### src/hdl/prh_pkg.sv
// ----------------------------------------------------------------------------
// prh_pkg
// Types and constants shared by the per-host round trip statistics block.
// ----------------------------------------------------------------------------
package prh_pkg;

  localparam logic [23:0] RTT_ONES  = 24'hFF_FFFF;
  localparam logic [39:0] SUM_ONES  = 40'hFF_FFFF_FFFF;
  localparam logic [27:0] JACC_ONES = 28'hFFF_FFFF;
  localparam int          DIV_STEPS = 40;

  typedef enum logic [1:0] {
    KIND_PROBE = 2'd0,
    KIND_REPLY = 2'd1,
    KIND_QUERY = 2'd2,
    KIND_OTHER = 2'd3
  } kind_t;

  typedef enum logic [1:0] {
    LINK_WAIT = 2'd0,
    LINK_UP   = 2'd1,
    LINK_DOWN = 2'd2
  } link_t;

  typedef enum logic [1:0] {
    CL_PROBE,
    CL_REPLY,
    CL_QUERY,
    CL_OOR
  } class_t;

  typedef enum logic [2:0] {
    ST_IDLE,
    ST_READ,
    ST_UPD,
    ST_WRITE,
    ST_DIV,
    ST_FIN,
    ST_OUT
  } state_t;

  typedef enum logic [1:0] {
    REG_MAX_PROBES = 2'd0,
    REG_DOWN_AFTER = 2'd1,
    REG_INFLIGHT   = 2'd2
  } reg_index_t;

  typedef struct packed {
    logic [1:0]  kind;
    logic [7:0]  host_index;
    logic [23:0] rtt_us;
    logic [15:0] reply_seq;
    logic [31:0] now_ms;
  } item_t;

  typedef struct packed {
    logic        probe_ok;
    logic [15:0] probe_seq;
    logic        probes_done;
    logic [1:0]  link_state;
    logic [15:0] tries;
    logic [15:0] replies;
    logic [23:0] min_rtt_us;
    logic [23:0] max_rtt_us;
    logic [23:0] avg_rtt_us;
    logic [23:0] jitter_us;
    logic [6:0]  loss_pct;
    logic [15:0] newest_seq;
  } result_t;

  typedef struct packed {
    item_t  item;
    class_t cls;
  } work_t;

  typedef struct packed {
    logic [15:0] max_probes;
    logic [15:0] down_after_ms;
    logic [15:0] inflight_window_ms;
  } cfg_t;

  typedef struct packed {
    logic [15:0] probe_count;
    logic [15:0] reply_count;
    logic [23:0] rtt_min;
    logic [23:0] rtt_max;
    logic [39:0] rtt_sum;
    logic [23:0] prev_rtt;
    logic        prev_rtt_valid;
    logic [27:0] jitter_acc;
    logic        ever_replied;
    logic [1:0]  host_state;
    logic [15:0] top_seq;
    logic [31:0] probe_time;
    logic [31:0] reply_time;
  } entry_t;

  localparam entry_t ENTRY_RESET = '{
    probe_count: 16'd0, reply_count: 16'd0, rtt_min: RTT_ONES, rtt_max: 24'd0,
    rtt_sum: 40'd0, prev_rtt: 24'd0, prev_rtt_valid: 1'b0, jitter_acc: 28'd0,
    ever_replied: 1'b0, host_state: LINK_WAIT, top_seq: 16'd0, probe_time: 32'd0,
    reply_time: 32'd0
  };

endpackage

### src/hdl/prh_front.sv
// ----------------------------------------------------------------------------
// prh_front
// Input queue: accepts items, classifies them and holds them for the back end.
// ----------------------------------------------------------------------------
module prh_front #(
  parameter int HOSTS = 256
) (
  input  logic           clk,
  input  logic           rst,
  input  logic           push,
  input  prh_pkg::item_t item,
  output logic           full,
  output logic           head_valid,
  output prh_pkg::work_t head,
  input  logic           take
);
  import prh_pkg::*;

  work_t      slot [2];
  logic       wp;
  logic       rp;
  logic [1:0] cnt;
  work_t      w_in;
  logic       do_push;
  logic       do_take;

  always_comb begin
    w_in.item = item;
    if (32'(item.host_index) >= HOSTS) begin
      w_in.cls = CL_OOR;
    end else begin
      case (kind_t'(item.kind))
        KIND_PROBE: w_in.cls = CL_PROBE;
        KIND_REPLY: w_in.cls = CL_REPLY;
        default:    w_in.cls = CL_QUERY;
      endcase
    end
  end

  assign full       = (cnt == 2'd2);
  assign head_valid = (cnt != 2'd0);
  assign head       = slot[rp];
  assign do_push    = push && !full;
  assign do_take    = take && head_valid;

  always_ff @(posedge clk) begin
    if (do_push) begin
      slot[wp] <= w_in;
    end
    if (rst) begin
      wp  <= 1'b0;
      rp  <= 1'b0;
      cnt <= 2'd0;
    end else begin
      if (do_push) wp <= !wp;
      if (do_take) rp <= !rp;
      cnt <= cnt + 2'(do_push) - 2'(do_take);
    end
  end
endmodule

### config.mk
export PLATFORM = sky130hd
export DESIGN_NAME = prh_front
export DESIGN_NICKNAME = d
export VERILOG_FILES = /design/src/hdl/prh_pkg.sv /design/src/hdl/prh_front.sv
export SDC_FILE = /design/constraint.sdc
export NUM_CORES = 1
export LEC_CHECK = 0
export BUFFER_PORTS_ARGS = -buffer_cell sky130_fd_sc_hd__buf_2
export CAP_MARGIN = 20
export CORE_MARGIN = 2
export CORE_UTILIZATION = 30
export CTS_CLUSTER_DIAMETER = 40
export DETAILED_ROUTE_END_ITERATION = 7
export GPL_TIMING_DRIVEN = 0
export PLACE_DENSITY_LB_ADDON = 0.08
export SLEW_MARGIN = 20
export SYNTH_ARGS = -nofsm -noshare
export SYNTH_HDL_FRONTEND = slang
export SYNTH_SLANG_ARGS = --single-unit
### constraint.sdc
create_clock -name clk -period 5 [get_ports clk]
set_input_delay 0.5 -clock clk [delete_from_list [all_inputs] [get_ports clk]]
set_output_delay 0.5 -clock clk [all_outputs]
set_load 0.005 [all_outputs]
==> Flow_metrics.wiki <==
{| class="wikitable"
! Metric !! Value
|-
| Status || finished clean
|-
| Number of I/O pins || between 150 and 200
|-
| Post-CTS sizing || 0
|-
| Routed len/inst || 16.0 um
|-
| Switch share || 25.6%
|-
| Total grt overflow || 0
|-
| WP data required || 4.50 ns
|-
| Total negative slack for setup checks || 0 ns
|-
| P_sw || between 1000 and 1500 uW
|-
| Worst r2r path cells || 5
|-
| Share of synthesized area occupied by flip-flops and latches || between 80% and 90%
|-
| Register-to-register setup slack || roughly 3.0 ns
|-
| Synth Register Bits || 173
|-
| Area taken by multi-input logic gates || approximately 0.0011 mm2
|-
| Hold-critical path endpoint || slot[0][64]
|-
| Dominant combinational cell family by area after synthesis || multiplexers
|-
| Setup fix buffers added after clock tree synthesis || 0
|-
| Min cycle time layout || around 2.2 ns
|-
| Relative contribution of sequential cells to total power || ~45%
|-
| Worst min-delay path startpoint || item[62]
|-
| Clock Path Buffers || 2
|-
| Number of max-slew violations in the final report || 0
|-
| TritonCTS clock tree || built
|-
| HPWL Detailed || just under 8000 um
|-
| Share of cell area taken by muxes after synthesis || between 10% and 20%
|-
| Sinks on the clock net || 173
|-
| Sequential standard cell area || 0.00514 mm2
|-
| Number of buffers inserted during clock tree synthesis || 17
|-
| Synthesized area || 0.00632 mm2
|-
| Critical path type || flip-flop to output port
|-
| Worst hold path class || primary input to flip-flop
|-
| # fillers || between 1500 and 2000
|-
| Area fraction in compound gates after synthesis || less than 1%
|-
| Skew-Pair Late Insertion Delay || between 0.4 and 0.5 ns
|-
| Predominant post-synthesis flop cell || sky130_fd_sc_hd__edfxtp_1
|-
| Post-Synth Adder-Cell Area || less than 1%
|-
| RSZ-0062 raised after global routing || false
|-
| Nets in the synthesized netlist || 378
|-
| Number of endpoints failing setup at the final stage || 0
|-
| Worst path cell trace || buf_4 > buf_6 > mux2_1 > buf_2
|-
| Die height || between 100 and 150 um
|-
| Worst Tran Pin Value || 0.650 ns
|-
| Layout Skew || 0.00909 ns
|-
| Post-detailed-route DRC marker count || 0
|-
| Count of standard-cell rows || 53
|-
| Leak Pwr || around 0.0031 uW
|-
| Die width || 149 um
|-
| Worst VDD drop || approximately 0.22 mV
|-
| Worst slew margin || 56.7%
|-
| Final hold violation count || 0
|-
| Fraction of layout cells with a size suffix above 1 || between 40% and 50%
|-
| Hold buffer count at cts || 0
|-
| Power density cells || just over 500 mW/mm2
|-
| Total die area || between 0.02 and 0.025 mm2
|-
| CP Max Fanout || 10
|-
| Detailed Route WL || roughly 12000 um
|-
| Post-Syn Instances || 290
|-
| Initial antenna violation count || 1
|-
| Via/cell ratio || 4.23
|-
| Endpoint of the most critical register-to-register path || slot[0][67]
|-
| Port buffer count || around 170
|-
| GRT Overall Usage || 11.4%
|-
| Kind of start point of the critical path || flip-flop
|-
| Cell class contributing the biggest share of worst-path delay || buffers and inverters
|-
| EDFF count, synth || 168
|-
| Number of instances on the worst hold path || 1
|-
| Number of global-route vias before repair || approximately 3400
|-
| Xor/xnor cell area share of the yosys netlist || less than 1%
|-
| Post-Place Setup Slack || 2.85 ns
|-
| Simple-gate share of the synthesized area || around 1.1%
|-
| Post-synthesis async set-or-reset flop share || 0%
|-
| Critical-path top delay cell || sky130_fd_sc_hd__dfxtp_1
|-
| Final setup margin || 2.82 ns
|-
| Final antenna-violating net count || 0
|-
| Synth Area per Inst || between 20 and 25 um2
|-
| Category of the worst setup path capture point || output port
|-
| Timing-limited maximum frequency || 458 MHz
|-
| Wire length of the first global-routing pass || 18700 um
|-
| Cell at the root of the clock tree || sky130_fd_sc_hd__clkbuf_16
|-
| Yosys cell types || 25
|-
| H-tree levels || 4
|-
| Internal power || 3140 uW
|-
| Max_cap viols || 0
|-
| Detailed Route Iter0 Violations || 147
|-
| Share of the core filled with cells || 39.4%
|-
| Core Box Area || 0.0208 mm2
|-
| Reg-to-Reg Start || cnt[0]
|-
| First-pass detailed-route iteration total || 4
|-
| Yosys warning count || 0
|-
| Arrival time of the worst setup path || 1.68 ns
|-
| Clock share of power || about a third
|-
| Largest net degree at the start of global routing || between 40 and 50
|-
| Routability Congestion || ~0.70
|-
| WP buf/inv || 3
|-
| Post-synthesis to final-layout area growth || 29.8%
|-
| Initial cell density of the core || between 30% and 40%
|-
| Post-layout net count || 570
|-
| Largest stage delay, worst path || between 0.3 and 0.4 ns
|-
| Via Count || 3250
|-
| Share of the cycle needed by the critical path after routing || 43.7%
|-
| Relative contribution of combinational cells to total power || between 20 and 25%
|-
| CTS clk-pin slew, worst paths || 0.07 ns
|}
-- state kept, by name (all words and copies together), names as in the netlist, named ones only --
| signal | cells |
|---|---|
| cnt | 2 |
| rp | 1 |
| slot | 168 |
| wp | 1 |
-- cell type report --
class                           count  share of cell area, %
Timing Repair Buffer              173                   11.1
Sequential cell                   173                   62.7
Tap cell                          275                   4.19
Clock inverter                     12                   2.29
Inverter                            4                  0.244
Antenna cell                        1                 0.0305
Buffer                             10                   1.08
Multi-Input combinational cell    103                   13.1
Clock buffer                       18                   5.23
-- Yosys cell counts, types with 2 or more instances --
master                     instances  area share, %
sky130_fd_sc_hd__dfxtp_1           5            1.6
sky130_fd_sc_hd__nor2_1            3           0.18
sky130_fd_sc_hd__nor2b_1           2           0.20
sky130_fd_sc_hd__mux2_1           77             14
sky130_fd_sc_hd__buf_6             6            1.1
sky130_fd_sc_hd__inv_1             3           0.18
sky130_fd_sc_hd__mux2_2            7            1.2
sky130_fd_sc_hd__buf_2             2           0.16
sky130_fd_sc_hd__edfxtp_1        168             80
sky130_fd_sc_hd__ha_1              2           0.40
-- placed cells by master (no fill, tap or decap) --
master,netlist,layout
sky130_fd_sc_hd__clkbuf_1,1,2
sky130_fd_sc_hd__a21oi_1,1,1
sky130_fd_sc_hd__buf_4,1,1
sky130_fd_sc_hd__nor3_1,1,1
sky130_fd_sc_hd__mux2_2,7,7
sky130_fd_sc_hd__diode_2,0,1
sky130_fd_sc_hd__or2_2,1,1
sky130_fd_sc_hd__inv_6,0,4
sky130_fd_sc_hd__ha_1,2,2
sky130_fd_sc_hd__clkbuf_16,0,17
sky130_fd_sc_hd__o21a_2,1,1
sky130_fd_sc_hd__inv_8,0,1
sky130_fd_sc_hd__bufinv_16,0,4
sky130_fd_sc_hd__and2_1,1,1
sky130_fd_sc_hd__clkinvlp_4,0,4
sky130_fd_sc_hd__xnor2_1,1,1
sky130_fd_sc_hd__and3_4,0,1
sky130_fd_sc_hd__inv_1,3,2
sky130_fd_sc_hd__nor2_1,3,3
sky130_fd_sc_hd__buf_16,0,2
sky130_fd_sc_hd__nor2b_1,2,2
sky130_fd_sc_hd__mux2_1,77,77
sky130_fd_sc_hd__dfxtp_1,5,5
sky130_fd_sc_hd__xor2_1,1,1
sky130_fd_sc_hd__buf_2,2,173
sky130_fd_sc_hd__o21ai_0,1,1
sky130_fd_sc_hd__or3_1,1,1
sky130_fd_sc_hd__inv_2,1,1
sky130_fd_sc_hd__buf_6,6,6
sky130_fd_sc_hd__edfxtp_1,168,168
sky130_fd_sc_hd__nand2_1,1,1
sky130_fd_sc_hd__nand2b_2,1,1
-- layer usage --
metal	GRT usage, %	up-vias	routed length [um]	share of wire, %
met3	4.50	10	754	6.1
met4	4.00	2	144	1.2
li1	-	1529	-	-
met5	0	-	13	0.11
met2	19.1	90	6260	51
met1	13.3	1619	5110	42
-- metrics by stage --
step | cell area (um2) | power [uW] | std cells | hold slack [ns]
6_report | 8210 | 4210 | 769 | 0.267
5_1_grt | 8200 | 4440 | 768 | 0.232
4_1_cts | 8200 | 4310 | 768 | 0.247
3_5_place_dp | 7590 | 2900 | 738 | 0.496
3_3_place_gp | 7520 | 2890 | 736 | 0.470
2_1_floorplan | 6320 | 2440 | 290 | 0.451
-- power by group through the flow --
stage                     Clock [uW]  Sequential (uW)  Combinational, uW
after floorplan                    0             1920                523
after global placement             0             1940                949
after detailed placement           0             1920                981
after CTS                       1430             1890                988
after global routing            1490             1910               1050
final                           1380             1890                942
-- cell families after synthesis --
logic type               Yosys count
XOR/XNOR                           2
multiplexers                      84
AO/OA/AOI/OAI                      3
adder cells (fa/ha/maj)            2
buffers and inverters             14
flip-flops                       173
AND/OR/NAND/NOR                   12
-- worst max-delay path by stage --
stage               startpoint           to  slack (ns)  cells after the start
floorplan                 push   slot[0][0]        2.03                      3
global placement          push  slot[0][60]        0.70                      4
detailed placement        push  slot[0][60]        2.85                      5
CTS                  flip-flop     head[45]        2.75                      4
global route         flip-flop     head[45]        2.68                      4
finish               flip-flop     head[51]        2.82                      4
Power figures use the tool's default switching activity.
